==> src/ihpl_pkg.sv <==
`timescale 1ns / 1ps
// ----------------------------------------------------------------------------
// ihpl_pkg: shared definitions for the Intel HEX page loader
// Page geometry, record field phases, character codes and the page store
// request bundle.
// ----------------------------------------------------------------------------
package ihpl_pkg;

    localparam int PAGE_BYTES = 64;                      // power of two, 2 .. 64
    localparam int ADDR_W     = $clog2(PAGE_BYTES);      // page store index
    localparam int FILL_W     = $clog2(PAGE_BYTES + 1);  // holds PAGE_BYTES
    localparam int FADDR_W    = 16;                      // flash address width

    // Record field phases
    localparam logic [2:0] PH_START = 3'd0;
    localparam logic [2:0] PH_LEN   = 3'd1;
    localparam logic [2:0] PH_ADDR  = 3'd2;
    localparam logic [2:0] PH_TYPE  = 3'd3;
    localparam logic [2:0] PH_DATA  = 3'd4;
    localparam logic [2:0] PH_SUM   = 3'd5;
    localparam logic [2:0] PH_ERR   = 3'd6;

    localparam logic [7:0] CHAR_COLON  = 8'h3A;
    localparam logic [7:0] CHAR_P      = 8'h70;
    localparam logic [7:0] ERASED_BYTE = 8'hFF;
    localparam logic [7:0] TYPE_EOF    = 8'h01;

    localparam logic KIND_WRITE = 1'b0;
    localparam logic KIND_ERROR = 1'b1;

    typedef struct packed {
        logic              wr_en;
        logic [ADDR_W-1:0] wr_addr;
        logic [7:0]        wr_data;
        logic              rd_en;
        logic [ADDR_W-1:0] rd_addr;
        logic              clr;
    } ps_req_t;

endpackage

==> src/ihpl_page_store.sv <==
`timescale 1ns / 1ps
// ----------------------------------------------------------------------------
// ihpl_page_store: page buffer
// One-write, one-read byte memory with registered read data. Per-entry valid
// bits make unwritten entries read as erased flash; a clear drops them all.
// ----------------------------------------------------------------------------
module ihpl_page_store import ihpl_pkg::*; (
    input  logic       aclk,
    input  logic       aresetn,
    input  ps_req_t    req,
    output logic [7:0] rd_data
);

    logic [7:0]            mem [PAGE_BYTES];
    logic [PAGE_BYTES-1:0] valid_reg;
    logic [7:0]            rd_data_reg;

    always_ff @(posedge aclk) begin
        if (req.wr_en) begin
            mem[req.wr_addr] <= req.wr_data;
        end
        if (req.rd_en) begin
            rd_data_reg <= valid_reg[req.rd_addr] ? mem[req.rd_addr] : ERASED_BYTE;
        end
    end

    always_ff @(posedge aclk) begin
        if (!aresetn) begin
            valid_reg <= '0;
        end else if (req.clr) begin
            valid_reg <= '0;
        end else if (req.wr_en) begin
            valid_reg[req.wr_addr] <= 1'b1;
        end
    end

    assign rd_data = rd_data_reg;

endmodule

==> src/ihpl_rem_unit.sv <==
`timescale 1ns / 1ps
// ----------------------------------------------------------------------------
// ihpl_rem_unit: remainder of an address by the page size
// The page size is a power of two, so the remainder is the low address bits,
// captured on start; done pulses in the cycle after start.
// ----------------------------------------------------------------------------
module ihpl_rem_unit import ihpl_pkg::*; (
    input  logic               aclk,
    input  logic               aresetn,
    input  logic               start,
    input  logic [FADDR_W-1:0] dividend,
    output logic               done,
    output logic [ADDR_W-1:0]  rem
);

    logic              done_reg, done_next;
    logic [ADDR_W-1:0] rem_reg, rem_next;

    always_comb begin
        done_next = start;
        rem_next  = rem_reg;
        if (start) begin
            rem_next = dividend[ADDR_W-1:0];
        end
    end

    always_ff @(posedge aclk) begin
        if (!aresetn) begin
            done_reg <= 1'b0;
        end else begin
            done_reg <= done_next;
        end
    end

    always_ff @(posedge aclk) begin
        rem_reg <= rem_next;
    end

    assign done = done_reg;
    assign rem  = rem_reg;

endmodule

==> src/intel_hex_page_loader_top.sv <==
`timescale 1ns / 1ps
// Input stalls: the address field of the first record after a flush waits in
// ST_BASE for the page base remainder. A page flush reads each byte through
// the single page store read port (ST_FL_RD), then emits it (ST_FL_EMIT),
// holding on output stalls; an error notice leaves via ST_ERR after its char.
// Throughput: one character per cycle outside those sequences.
// Reset (aresetn, synchronous, low): parser idle, page store reads as 0xFF.
// ----------------------------------------------------------------------------
// intel_hex_page_loader_top: Intel HEX record parser with page buffer
// Decodes HEX records after a 'p' command, packs data into a page, emits the
// page as flash byte writes when full or at the end record, and error notices.
// ----------------------------------------------------------------------------
module intel_hex_page_loader_top import ihpl_pkg::*; (
    input  logic               aclk,
    input  logic               aresetn,
    input  logic               s_valid,
    output logic               s_ready,
    input  logic [7:0]         s_rx_char,
    output logic               m_valid,
    input  logic               m_ready,
    output logic               m_kind,
    output logic [FADDR_W-1:0] m_flash_addr,
    output logic [7:0]         m_flash_byte,
    output logic               m_file_end,
    output logic               m_last
);

    localparam logic [2:0] ST_IDLE    = 3'd0;
    localparam logic [2:0] ST_BASE    = 3'd1;
    localparam logic [2:0] ST_FL_RD   = 3'd2;
    localparam logic [2:0] ST_FL_EMIT = 3'd3;
    localparam logic [2:0] ST_ERR     = 3'd4;

    localparam logic [ADDR_W-1:0] LAST_IDX  = ADDR_W'(PAGE_BYTES - 1);
    localparam logic [FILL_W-1:0] LAST_FILL = FILL_W'(PAGE_BYTES - 1);

    logic [2:0]         state_reg, state_next;
    logic               parsing_active_reg, parsing_active_next;
    logic [2:0]         field_phase_reg, field_phase_next;
    logic [2:0]         digit_count_reg, digit_count_next;
    logic [15:0]        digit_acc_reg, digit_acc_next;
    logic [7:0]         record_length_reg, record_length_next;
    logic [7:0]         record_type_reg, record_type_next;
    logic [7:0]         running_sum_reg, running_sum_next;
    logic [7:0]         data_seen_reg, data_seen_next;
    logic [FADDR_W-1:0] page_base_reg, page_base_next;
    logic               base_pending_reg, base_pending_next;
    logic [FILL_W-1:0]  fill_count_reg, fill_count_next;
    logic [ADDR_W-1:0]  flush_idx_reg, flush_idx_next;
    logic               flush_end_reg, flush_end_next;

    logic               m_valid_reg, m_valid_next;
    logic               m_kind_reg, m_kind_next;
    logic [FADDR_W-1:0] m_addr_reg, m_addr_next;
    logic [7:0]         m_byte_reg, m_byte_next;
    logic               m_end_reg, m_end_next;
    logic               m_last_reg, m_last_next;

    logic               s_accept;
    logic               out_free;
    logic [7:0]         digit_val;
    logic [15:0]        acc_shift;
    logic [2:0]         cnt_inc;
    logic [2:0]         need;
    logic               field_done;
    logic [7:0]         val8;
    logic [7:0]         sum_after;
    logic [7:0]         seen_inc;
    ps_req_t            st_req;
    logic [7:0]         st_rd_data;
    logic               rem_start;
    logic               rem_done;
    logic [ADDR_W-1:0]  rem_val;

    // Hex digit value; any other character enters with its raw code.
    function automatic logic [7:0] hex_value(input logic [7:0] ch);
        logic [7:0] v;
        v = ch;
        if (ch >= 8'h30 && ch <= 8'h39) begin
            v = ch - 8'h30;
        end else if (ch >= 8'h41 && ch <= 8'h46) begin
            v = ch - 8'h37;
        end else if (ch >= 8'h61 && ch <= 8'h66) begin
            v = ch - 8'h57;
        end
        return v;
    endfunction

    assign s_ready    = (state_reg == ST_IDLE);
    assign s_accept   = s_valid && s_ready;
    assign out_free   = !m_valid_reg || m_ready;
    assign digit_val  = hex_value(s_rx_char);
    assign acc_shift  = {digit_acc_reg[11:0], 4'h0} + {8'h00, digit_val};
    assign cnt_inc    = digit_count_reg + 3'd1;
    assign need       = (field_phase_reg == PH_ADDR) ? 3'd4 : 3'd2;
    assign field_done = (cnt_inc >= need);
    assign val8       = acc_shift[7:0];
    assign sum_after  = running_sum_reg + val8;
    assign seen_inc   = data_seen_reg + 8'd1;

    ihpl_page_store u_store (
        .aclk    (aclk),
        .aresetn (aresetn),
        .req     (st_req),
        .rd_data (st_rd_data)
    );

    ihpl_rem_unit u_rem (
        .aclk     (aclk),
        .aresetn  (aresetn),
        .start    (rem_start),
        .dividend (acc_shift),
        .done     (rem_done),
        .rem      (rem_val)
    );

    always_comb begin
        state_next          = state_reg;
        parsing_active_next = parsing_active_reg;
        field_phase_next    = field_phase_reg;
        digit_count_next    = digit_count_reg;
        digit_acc_next      = digit_acc_reg;
        record_length_next  = record_length_reg;
        record_type_next    = record_type_reg;
        running_sum_next    = running_sum_reg;
        data_seen_next      = data_seen_reg;
        page_base_next      = page_base_reg;
        base_pending_next   = base_pending_reg;
        fill_count_next     = fill_count_reg;
        flush_idx_next      = flush_idx_reg;
        flush_end_next      = flush_end_reg;
        m_valid_next        = m_valid_reg && !m_ready;
        m_kind_next         = m_kind_reg;
        m_addr_next         = m_addr_reg;
        m_byte_next         = m_byte_reg;
        m_end_next          = m_end_reg;
        m_last_next         = m_last_reg;
        st_req              = '0;
        rem_start           = 1'b0;

        unique case (state_reg)
            ST_IDLE: begin
                if (s_accept) begin
                    if (!parsing_active_reg) begin
                        if (s_rx_char == CHAR_P) begin
                            parsing_active_next = 1'b1;
                        end
                    end else if (field_phase_reg == PH_ERR) begin
                        state_next = ST_ERR;
                    end else if (field_phase_reg == PH_START) begin
                        if (s_rx_char == CHAR_COLON) begin
                            running_sum_next = '0;
                            field_phase_next = PH_LEN;
                            digit_count_next = '0;
                            digit_acc_next   = '0;
                        end
                    end else if (field_phase_reg <= PH_SUM) begin
                        if (!field_done) begin
                            digit_acc_next   = acc_shift;
                            digit_count_next = cnt_inc;
                        end else begin
                            digit_acc_next   = '0;
                            digit_count_next = '0;
                            unique case (field_phase_reg)
                                PH_LEN: begin
                                    record_length_next = val8;
                                    running_sum_next   = sum_after;
                                    field_phase_next   = PH_ADDR;
                                end
                                PH_ADDR: begin
                                    running_sum_next = running_sum_reg + acc_shift[7:0]
                                                       + acc_shift[15:8];
                                    if (base_pending_reg) begin
                                        // Base is aligned down once the remainder is known.
                                        page_base_next    = acc_shift;
                                        base_pending_next = 1'b0;
                                        rem_start         = 1'b1;
                                        state_next        = ST_BASE;
                                    end
                                    field_phase_next = PH_TYPE;
                                end
                                PH_TYPE: begin
                                    record_type_next = val8;
                                    running_sum_next = sum_after;
                                    data_seen_next   = '0;
                                    if (val8 == TYPE_EOF || record_length_reg == 8'd0) begin
                                        field_phase_next = PH_SUM;
                                    end else begin
                                        field_phase_next = PH_DATA;
                                    end
                                end
                                PH_DATA: begin
                                    st_req.wr_en     = 1'b1;
                                    st_req.wr_addr   = fill_count_reg[ADDR_W-1:0];
                                    st_req.wr_data   = val8;
                                    running_sum_next = sum_after;
                                    fill_count_next  = fill_count_reg + FILL_W'(1);
                                    if (seen_inc == record_length_reg) begin
                                        data_seen_next   = '0;
                                        field_phase_next = PH_SUM;
                                    end else begin
                                        data_seen_next   = seen_inc;
                                        field_phase_next = PH_DATA;
                                    end
                                    if (fill_count_reg == LAST_FILL) begin
                                        flush_end_next = 1'b0;
                                        flush_idx_next = '0;
                                        state_next     = ST_FL_RD;
                                    end
                                end
                                default: begin
                                    running_sum_next = sum_after;
                                    if (record_type_reg == TYPE_EOF) begin
                                        flush_end_next      = 1'b1;
                                        flush_idx_next      = '0;
                                        parsing_active_next = 1'b0;
                                        state_next          = ST_FL_RD;
                                    end
                                    field_phase_next = (sum_after == 8'd0) ? PH_START
                                                                           : PH_ERR;
                                end
                            endcase
                        end
                    end
                end
            end
            ST_BASE: begin
                if (rem_done) begin
                    page_base_next = page_base_reg - FADDR_W'(rem_val);
                    state_next     = ST_IDLE;
                end
            end
            ST_FL_RD: begin
                st_req.rd_en   = 1'b1;
                st_req.rd_addr = flush_idx_reg;
                state_next     = ST_FL_EMIT;
            end
            ST_FL_EMIT: begin
                if (out_free) begin
                    m_valid_next = 1'b1;
                    m_kind_next  = KIND_WRITE;
                    m_addr_next  = page_base_reg + FADDR_W'(flush_idx_reg);
                    m_byte_next  = st_rd_data;
                    m_end_next   = flush_end_reg;
                    m_last_next  = (flush_idx_reg == LAST_IDX);
                    if (flush_idx_reg == LAST_IDX) begin
                        st_req.clr        = 1'b1;
                        fill_count_next   = '0;
                        base_pending_next = 1'b1;
                        state_next        = ST_IDLE;
                    end else begin
                        flush_idx_next = flush_idx_reg + ADDR_W'(1);
                        state_next     = ST_FL_RD;
                    end
                end
            end
            ST_ERR: begin
                if (out_free) begin
                    m_valid_next = 1'b1;
                    m_kind_next  = KIND_ERROR;
                    m_addr_next  = '0;
                    m_byte_next  = '0;
                    m_end_next   = 1'b0;
                    m_last_next  = 1'b1;
                    state_next   = ST_IDLE;
                end
            end
            default: begin
                state_next = ST_IDLE;
            end
        endcase
    end

    always_ff @(posedge aclk) begin
        if (!aresetn) begin
            state_reg          <= ST_IDLE;
            parsing_active_reg <= 1'b0;
            field_phase_reg    <= PH_START;
            digit_count_reg    <= '0;
            digit_acc_reg      <= '0;
            record_length_reg  <= '0;
            record_type_reg    <= '0;
            running_sum_reg    <= '0;
            data_seen_reg      <= '0;
            page_base_reg      <= '0;
            base_pending_reg   <= 1'b1;
            fill_count_reg     <= '0;
            flush_idx_reg      <= '0;
            flush_end_reg      <= 1'b0;
            m_valid_reg        <= 1'b0;
        end else begin
            state_reg          <= state_next;
            parsing_active_reg <= parsing_active_next;
            field_phase_reg    <= field_phase_next;
            digit_count_reg    <= digit_count_next;
            digit_acc_reg      <= digit_acc_next;
            record_length_reg  <= record_length_next;
            record_type_reg    <= record_type_next;
            running_sum_reg    <= running_sum_next;
            data_seen_reg      <= data_seen_next;
            page_base_reg      <= page_base_next;
            base_pending_reg   <= base_pending_next;
            fill_count_reg     <= fill_count_next;
            flush_idx_reg      <= flush_idx_next;
            flush_end_reg      <= flush_end_next;
            m_valid_reg        <= m_valid_next;
        end
    end

    always_ff @(posedge aclk) begin
        m_kind_reg <= m_kind_next;
        m_addr_reg <= m_addr_next;
        m_byte_reg <= m_byte_next;
        m_end_reg  <= m_end_next;
        m_last_reg <= m_last_next;
    end

    assign m_valid      = m_valid_reg;
    assign m_kind       = m_kind_reg;
    assign m_flash_addr = m_addr_reg;
    assign m_flash_byte = m_byte_reg;
    assign m_file_end   = m_end_reg;
    assign m_last       = m_last_reg;

    // The fill count never runs past one full page.
    assert property (@(posedge aclk) disable iff (!aresetn)
        fill_count_reg <= FILL_W'(PAGE_BYTES))
        else $error("page fill count overran the page");

    // Error notices only come out of a parser stuck in the error phase.
    assert property (@(posedge aclk) disable iff (!aresetn)
        (m_valid && m_kind) |-> (field_phase_reg == PH_ERR))
        else $error("error notice without parser error");

    // The remainder unit only finishes while the sequencer waits for it.
    assert property (@(posedge aclk) disable iff (!aresetn)
        rem_done |-> (state_reg == ST_BASE))
        else $error("page base remainder arrived outside base wait");

endmodule

==> config.mk <==
export PLATFORM = sky130hd
export DESIGN_NAME = intel_hex_page_loader_top
export DESIGN_NICKNAME = d
export VERILOG_FILES = /design/src/ihpl_pkg.sv /design/src/ihpl_page_store.sv /design/src/ihpl_rem_unit.sv /design/src/intel_hex_page_loader_top.sv
export SDC_FILE = /design/constraint.sdc
export NUM_CORES = 1
export LEC_CHECK = 0
export BUFFER_PORTS_ARGS = -buffer_cell sky130_fd_sc_hd__clkbuf_2
export CAP_MARGIN = 25
export CORE_MARGIN = 2
export CORE_UTILIZATION = 52
export CTS_BUF_LIST = sky130_fd_sc_hd__clkbuf_8 sky130_fd_sc_hd__clkbuf_16
export CTS_CLUSTER_SIZE = 30
export DETAILED_ROUTE_END_ITERATION = 8
export PLACE_DENSITY = 0.68
export SETUP_SLACK_MARGIN = 0.2
export SLEW_MARGIN = 0
export SYNTH_ARGS = -nofsm -noshare
export SYNTH_HDL_FRONTEND = slang
export SYNTH_SLANG_ARGS = --single-unit
==> constraint.sdc <==
create_clock -name aclk -period 15.01 [get_ports aclk]
set_input_delay 2.2515 -clock aclk [delete_from_list [all_inputs] [get_ports aclk]]
set_output_delay 2.2515 -clock aclk [all_outputs]
set_load 0.02 [all_outputs]
==> metrics.csv, run 1 <==
stage,metric,value,unit
sta,worst-margin pin slew,1140,ps
global_routing,initial antenna violation count,2,
critical_path,r2r startpoint,field_phase_reg[1]$_SDFFE_PN0P_,
yosys,Post-Syn Area,30400,µm²
yosys,area share of the leading cell type in the synthesized netlist,54.6,%
sta,Slew Limit Fails,0,
floorplanning,CORE AREA,57800,µm²
critical_path,CP startpoint kind,input port,
yosys,most area-hungry cell type in the Yosys netlist,edfxtp_1,
final_layout,most frequent cells in the layout,"553 x edfxtp_1, 372 x nor2_1, 359 x nand2_1",
critical_path,CP startpoint,s_rx_char[0],
yosys,"Primary FF master, synth",edfxtp_1,
critical_path,"Cell Chain, Critical Path",clkbuf_2 -> inv_1 -> ha_1 -> nand2_1 -> o211ai_1 -> a2111oi_1 -> or2_1 -> a21oi_1 -> xnor2_1 -> ha_1 -> fa_1 -> xnor2_1 -> inv_1 -> ha_1 -> xnor2_1 -> ha_1 -> or3_1 -> o21ai_0 -> a21oi_1 -> xor2_1 -> and3_4 -> o31ai_2,
critical_path,CP max stage delay,630,ps
sta,period utilization,46.5,%
yosys,register area share after synthesis,64.5,%
cts,CTS Hold Bufs,0,
sta,Rel. slew slack,23.7,%
floorplanning,Die X,246,µm
final_layout,n_diodes,0,
yosys,number of synthesized flops with an enable pin,553,
drt,DRT Pass-1 Iters,7,
floorplanning,Die Area,60500,µm²
placement,DP Worst Slack,7540,ps
final_layout,Post-Layout Cell Count,3471,
final_layout,Layout fillers,4654,
critical_path,worst path arrival time,7510,ps
placement,Final HPWL DP,44700,µm
critical_path,type of the worst setup path,input port to flop,
final_layout,"commonest non-fill, non-tap cell in the layout",edfxtp_1,
sta,setup TNS,0,ps
global_routing,grt ovf,0,
floorplanning,Ports,41,
cts,H-tree depth,3,
cts,total CTS buffers,74,
drt,final WL,75900,µm
critical_path,Crit Path Max Fanout,6,
cts,CTS root buffer,clkbuf_16,
sta,Fin. Hold Viols,0,
sta,RSZ-0062 raised after global routing,false,
final_layout,register area,19600,µm²
cts,CTS tree,done,
final_layout,fin area,33700,µm²
worst_hold_path,Worst Hold Class,flop to flop,
final_layout,post-route core utilization,58.3,%
drt,post-route ant nets,0,
critical_path,FF-to-FF End,u_store.mem[39][2]$_DFFE_PP_,
sta,Final min period,6990,ps
critical_path,crit-path most repeated cell,ha_1,
drt,via count,21100,
yosys,Cells after Synth,2665,
placement,RePlAce Congestion,0.894,
job,maxcap violations,0,
sta,Max Clk Rate,143,MHz
floorplanning,Die H,246,µm
global_routing,all-layer global routing usage,25.0,%
cts,CTS Buffer Depth,3,
final_layout,synth-to-layout area growth,10.8,%
final_layout,layout cells sized above 1,8.24,%
power,Lkg Pwr,10.6,nW
placement,Post-DP Area,31200,µm²
sta,setup slack after layout,8020,ps
drt,Via density,6.08,
placement,placed cells,3333,
cts,# resized after CTS,0,
global_routing,first-pass GRT wire length,116000,µm
cts,Sink Count,704,
critical_path,worst reg2reg setup slack,8610,ps
critical_path,R2R depth,12,
critical_path,Worst setup endpoint,running_sum_reg[7]$_SDFFE_PN0P_,
global_routing,vias in the first global route,20200,
cts,later-pin clock latency in the skew report,610,ps
sta,Setup Viol. Count Final,0,
critical_path,Crit-path slowest cell,a2111oi_1,
yosys,Avg Inst Size Synth,11.4,µm²
final_layout,Final Net Count,2708,
critical_path,worst endpoint required time,15530,ps
final_layout,max reg flops,512,
cts,clk slew on worst S/H paths,60,ps
yosys,Mapped Nets,2726,
cts,Post-CTS Setup Inserts,0,
floorplanning,row count,88,
yosys,Synth async-reset ratio,0,%
critical_path,crit end category,flop,
placement,Port Buffers,40,
sta,Worst Skew,19.8,ps
yosys,Syn. warnings,0,
final_layout,multi-input combinational cell area,10100,µm²
drt,drc violations,0,
yosys,Seq cells post-synth,704,
floorplanning,initial core utilization,52.6,%
yosys,post-synthesis cell type count,78,
global_routing,largest net degree at the start of global routing,84,
sta,Worst Hold Margin,462,ps
run_status,status,"complete, no violations",
power,Worst VDD drop,84.3,µV
yosys,top post-synthesis cells by area,"edfxtp_1 55%, dfxtp_1 9.9%, nor2_1 4.6%",
drt,routed wire length per instance,21.9,µm
power,power density over the cells,117,nW/µm²
drt,drt initial violations,2093,
power,Tot Pwr,3.94,mW
synth_stat cells (25+ instances only):
library cell and n:
clkbuf_1 124, nor3_1 116, xnor2_1 33, mux2i_1 81, nor2_1 376, o21ai_0 44, nor2b_1 35, edfxtp_1 553
dfxtp_1 151, ha_1 45, a211oi_1 61, a21oi_1 63, nand2_1 362, inv_1 33, and2_1 25, a2111oi_0 64
nand3_1 173, a311oi_1 39, a31oi_1 40
final cells by class:
type | count | area share (%)
clock buffer | 81 | 5.91
timing repair buffer | 74 | 1.39
inverter | 34 | 0.379
clock inverter | 54 | 1.28
multi-input combinational | 1759 | 29.9
tap | 765 | 2.84
sequential | 704 | 58.3
power breakdown:
group	switching (mW)	internal, mW	total (mW)
combinational	0.0317	0.0139	0.0456
clock	0.743	1.08	1.82
sequential	0.00000269	2.07	2.07
critical path: cells and delay by family:
kind,cells,cell delay [ps]
buffers and inverters,3,470
xor gates and xnor gates,4,1100
adders and majority gates,5,1460
AOI/OAI and AO/OA,6,1220
and+or+nand+nor,4,1000
worst min path at each step:
stage	startpoint	to	slack (ps)	cells past startpoint
2_1_floorplan	u_store.valid_reg[10]$_SDFFE_PP0P_	u_store.valid_reg[10]$_SDFFE_PP0P_	430	2
3_3_place_gp	u_store.valid_reg[34]$_SDFFE_PP0P_	u_store.valid_reg[34]$_SDFFE_PP0P_	440	2
3_5_place_dp	u_store.valid_reg[58]$_SDFFE_PP0P_	u_store.valid_reg[58]$_SDFFE_PP0P_	450	2
4_1_cts	u_store.valid_reg[58]$_SDFFE_PP0P_	u_store.valid_reg[58]$_SDFFE_PP0P_	460	2
5_1_grt	u_store.valid_reg[58]$_SDFFE_PP0P_	u_store.valid_reg[58]$_SDFFE_PP0P_	480	2
6_report	u_store.valid_reg[26]$_SDFFE_PP0P_	u_store.valid_reg[26]$_SDFFE_PP0P_	460	2
cell families (layout without fill, tap and decap cells):
| logic type | Yosys count | count (layout) | share of synthesized area [%] |
|---|---|---|---|
| simple gates | 1163 | 1163 | 16.9 |
| flops | 704 | 704 | 64.5 |
| xor+xnor | 60 | 60 | 1.80 |
| buf+inv | 202 | 243 | 2.62 |
| fa+ha+maj | 49 | 49 | 2.11 |
| mux | 81 | 81 | 2.66 |
| compound gates | 406 | 406 | 9.44 |
metal layers:
layer / routed length [µm] / track usage (%)
met3: 6300 / 4.89
met4: 2490 / 9.13
met5: 0 / 0
met2: 35200 / 39.8
met1: 31900 / 34.3
No activity file was read; power rests on OpenSTA's default activity.
==> run 2: changes to the inputs <==
--- a/config.mk
+++ b/config.mk
@@ -5,6 +5,7 @@
 export SDC_FILE = /design/constraint.sdc
 export NUM_CORES = 1
 export LEC_CHECK = 0
+export ABC_AREA = 1
 export BUFFER_PORTS_ARGS = -buffer_cell sky130_fd_sc_hd__clkbuf_2
 export CAP_MARGIN = 25
 export CORE_MARGIN = 2
@@ -12,7 +13,7 @@
 export CTS_BUF_LIST = sky130_fd_sc_hd__clkbuf_8 sky130_fd_sc_hd__clkbuf_16
 export CTS_CLUSTER_SIZE = 30
 export DETAILED_ROUTE_END_ITERATION = 8
-export PLACE_DENSITY = 0.68
+export PLACE_DENSITY = 0.7
 export SETUP_SLACK_MARGIN = 0.2
 export SLEW_MARGIN = 0
 export SYNTH_ARGS = -nofsm -noshare
==> constraint.sdc (replaced) <==
create_clock -name aclk -period 6 [get_ports aclk]
set_input_delay 0.9 -clock aclk [delete_from_list [all_inputs] [get_ports aclk]]
set_output_delay 0.9 -clock aclk [all_outputs]
set_load 0.02 [all_outputs]
==> metrics.csv, run 2 <==
stage,metric,value,unit,change
cts,H-tree depth,3,,unchanged
power,Combinational Power Share,1.5,%,was 1.2%
global_routing,grt ovf,0,,unchanged
yosys,Post-Synth Simple-Gate Area,15.7,%,was 16.9%
power,power density over the cells,282,nW/µm²,was 117 nW/µm²
cts,CTS Hold Bufs,0,,unchanged
global_routing,vias in the first global route,21600,,"was 20,200"
cts,later-pin clock latency in the skew report,620,ps,was 610 ps
power,Worst VDD drop,244,µV,was 84.3 µV
sta,Slew Limit Fails,0,,unchanged
worst_hold_path,Worst Hold Class,flop to flop,,unchanged
run_status,status,"complete, no violations",,unchanged
drt,via count,22300,,"was 21,100"
critical_path,CP max stage delay,510,ps,was 630 ps
global_routing,all-layer global routing usage,25.1,%,was 25.0%
placement,DP Worst Slack,616,ps,was 7540 ps
cts,Sink Count,704,,unchanged
critical_path,worst reg2reg setup slack,1570,ps,was 8610 ps
cts,CTS tree,done,,unchanged
floorplanning,CORE AREA,60000,µm²,"was 57,800 µm²"
yosys,Synth Area in XOR/XNOR,0.894,%,was 1.80%
yosys,Synth Area in Adders,2.05,%,was 2.11%
power,Lkg Pwr,10.9,nW,was 10.6 nW
yosys,Mapped Nets,2980,,"was 2,726"
yosys,area share of the leading cell type in the synthesized netlist,53.0,%,was 54.6%
drt,DRT Pass-1 Iters,5,,was 7
drt,final WL,78600,µm,"was 75,900 µm"
critical_path,Crit Path Max Fanout,5,,was 6
yosys,Synth top cells by count,"553 x edfxtp_1, 520 x nor2_1, 268 x nand2_1",,"was 553 x edfxtp_1, 376 x nor2_1, 362 x nand2_1"
drt,drt initial violations,2372,,"was 2,093"
yosys,top post-synthesis cells by area,"edfxtp_1 53%, dfxtp_1 9.6%, nor2_1 6.2%",,"was edfxtp_1 55%, dfxtp_1 9.9%, nor2_1 4.6%"
sta,setup TNS,0,ps,unchanged
final_layout,"commonest non-fill, non-tap cell in the layout",edfxtp_1,,unchanged
sta,Max Clk Rate,211,MHz,
critical_path,type of the worst setup path,input port to flop,,unchanged
power,Tot Pwr,9.80,mW,was 3.94 mW
global_routing,first-pass GRT wire length,122000,µm,"was 116,000 µm"
critical_path,worst path arrival time,5290,ps,was 7510 ps
floorplanning,Ports,41,,unchanged
final_layout,Final Net Count,3003,,"was 2,708"
placement,Final HPWL DP,47900,µm,"was 44,700 µm"
yosys,Avg Inst Size Synth,10.7,µm²,was 11.4 µm²
floorplanning,initial core utilization,52.2,%,was 52.6%
yosys,register area share after synthesis,62.6,%,was 64.5%
placement,RePlAce Congestion,0.884,,was 0.894
yosys,Cells after Synth,2919,,"was 2,665"
final_layout,layout cells sized above 1,11.3,%,was 8.24%
placement,Port Buffers,40,,unchanged
final_layout,n_diodes,0,,unchanged
yosys,number of synthesized flops with an enable pin,553,,unchanged
drt,post-route ant nets,0,,unchanged
power,Net Switching,1.96,mW,was 0.774 mW
cts,total CTS buffers,73,,was 74
yosys,main combinational cell family by area after synthesis,simple AND/OR/NAND/NOR gates,,unchanged
critical_path,worst endpoint required time,6540,ps,"was 15,530 ps"
sta,setup slack after layout,1250,ps,was 8020 ps
critical_path,crit end category,flop,,unchanged
floorplanning,Die Area,62300,µm²,"was 60,500 µm²"
sta,period utilization,79.1,%,
cts,Post-CTS Setup Inserts,0,,unchanged
yosys,Post-Syn Area,31400,µm²,"was 30,400 µm²"
sta,Final min period,4750,ps,
sta,Rel. slew slack,17.3,%,was 23.7%
global_routing,largest net degree at the start of global routing,222,,was 84
critical_path,CP startpoint kind,input port,,unchanged
final_layout,most frequent cells in the layout,"553 x edfxtp_1, 512 x nor2_1, 267 x nand2_1",,"was 553 x edfxtp_1, 372 x nor2_1, 359 x nand2_1"
yosys,most area-hungry cell type in the Yosys netlist,edfxtp_1,,unchanged
drt,Via density,5.91,,was 6.08
yosys,most frequent cell after synthesis,edfxtp_1,,unchanged
drt,drc violations,0,,unchanged
final_layout,synth-to-layout area growth,10.9,%,was 10.8%
cts,# resized after CTS,0,,unchanged
yosys,"Primary FF master, synth",edfxtp_1,,unchanged
critical_path,Crit-path slowest cell,fa_1,,was a2111oi_1
drt,routed wire length per instance,20.8,µm,was 21.9 µm
yosys,Syn. warnings,0,,unchanged
cts,clk slew on worst S/H paths,60,ps,about the same
final_layout,max reg flops,512,,unchanged
yosys,post-synthesis compound-gate area fraction,13.4,%,was 9.44%
yosys,Synth async-reset ratio,0,%,unchanged
floorplanning,row count,90,,was 88
cts,CTS Buffer Depth,3,,unchanged
yosys,post-synthesis cell type count,63,,was 78
job,maxcap violations,0,,unchanged
sta,Setup Viol. Count Final,0,,unchanged
power,Reg power frac,52.9,%,was 52.7%
power,Pint,7.85,mW,was 3.16 mW
power,sw frac,20.0,%,was 19.7%
cts,CTS root buffer,clkbuf_16,,unchanged
sta,worst-margin pin slew,1240,ps,was 1140 ps
yosys,proportion of synthesized area in mux cells,0,%,was 2.66%
yosys,Seq cells post-synth,704,,unchanged
floorplanning,Die X,250,µm,was 246 µm
sta,Fin. Hold Viols,0,,unchanged
sta,RSZ-0062 raised after global routing,false,,unchanged
sta,Worst Skew,24.4,ps,was 19.8 ps
global_routing,initial antenna violation count,0,,was 2
power,clock power share,45.6,%,was 46.2%
floorplanning,Die H,250,µm,was 246 µm
-- run 2: worst max-delay path: cells and delay by family --
| kind | cells | cell delay, ps |
|---|---|---|
| adders and majority gates | 4 | 1360 |
| and+or+nand+nor | 11 | 1150 |
| AOI/OAI and AO/OA | 6 | 830 |
| buffers and inverters | 7 | 610 |
| xor gates and xnor gates | 2 | 440 |
-- run 2: power groups by stage --
stage / Clock, mW / Sequential, mW / Combinational (mW)
final: 4.47 / 5.19 / 0.147
after global routing: 4.72 / 5.18 / 0.161
after CTS: 4.54 / 5.19 / 0.143
after detailed placement: 0 / 5.29 / 0.142
after global placement: 0 / 5.29 / 0.140
after floorplan: 0 / 5.29 / 0.0914
-- run 2: worst paths after layout --
path / from / to / cells past startpoint
max: s_rx_char[0] / running_sum_reg[7]$_SDFFE_PN0P_ / 30
min: u_store.valid_reg[4]$_SDFFE_PP0P_ / u_store.valid_reg[4]$_SDFFE_PP0P_ / 2
max reg2reg: field_phase_reg[1]$_SDFFE_PN0P_ / u_store.mem[54][5]$_DFFE_PP_ / 18
min reg2reg: u_store.valid_reg[4]$_SDFFE_PP0P_ / u_store.valid_reg[4]$_SDFFE_PP0P_ / 2
-- run 2: layer usage --
metal  vias up  share of wire, %  global-route usage (%)
met5         -                 0                       0
met4         0               3.1                    8.97
met3       159               7.1                    4.48
met2       805                46                    40.3
met1     10900                43                    34.7
li1      10400                 -                       -
-- run 2: per-stage QoR --
| stage | instance area [µm²] | instances | util (%) | hold WS (ps) |
|---|---|---|---|---|
| finish | 34800 | 3781 | 58.0 | 459 |
| floorplan | 31400 | 2919 | - | 422 |
| global route | 34800 | 3781 | 58.0 | 483 |
| CTS | 34800 | 3779 | 57.9 | 460 |
| detailed placement | 32400 | 3647 | 54.0 | 450 |
| global placement | 32400 | 3647 | 54.0 | 434 |
-- run 2: layout make-up --
type                    count  area, µm²
inverters                 254        970
fillers                  4924      25200
multi-input cells        1814      10100
clock inverters            50        377
clock buffers              82       1980
repair buffers             95        704
flip-flops and latches    704      19600
well taps                 782        978
-- run 2: kinds of logic after synthesis --
kind of cell,count (synthesis)
XOR/XNOR,32
flip-flops,704
AND/OR/NAND/NOR,1108
buffers and inverters,401
AO/OA/AOI/OAI,625
adder cells (fa/ha/maj),49
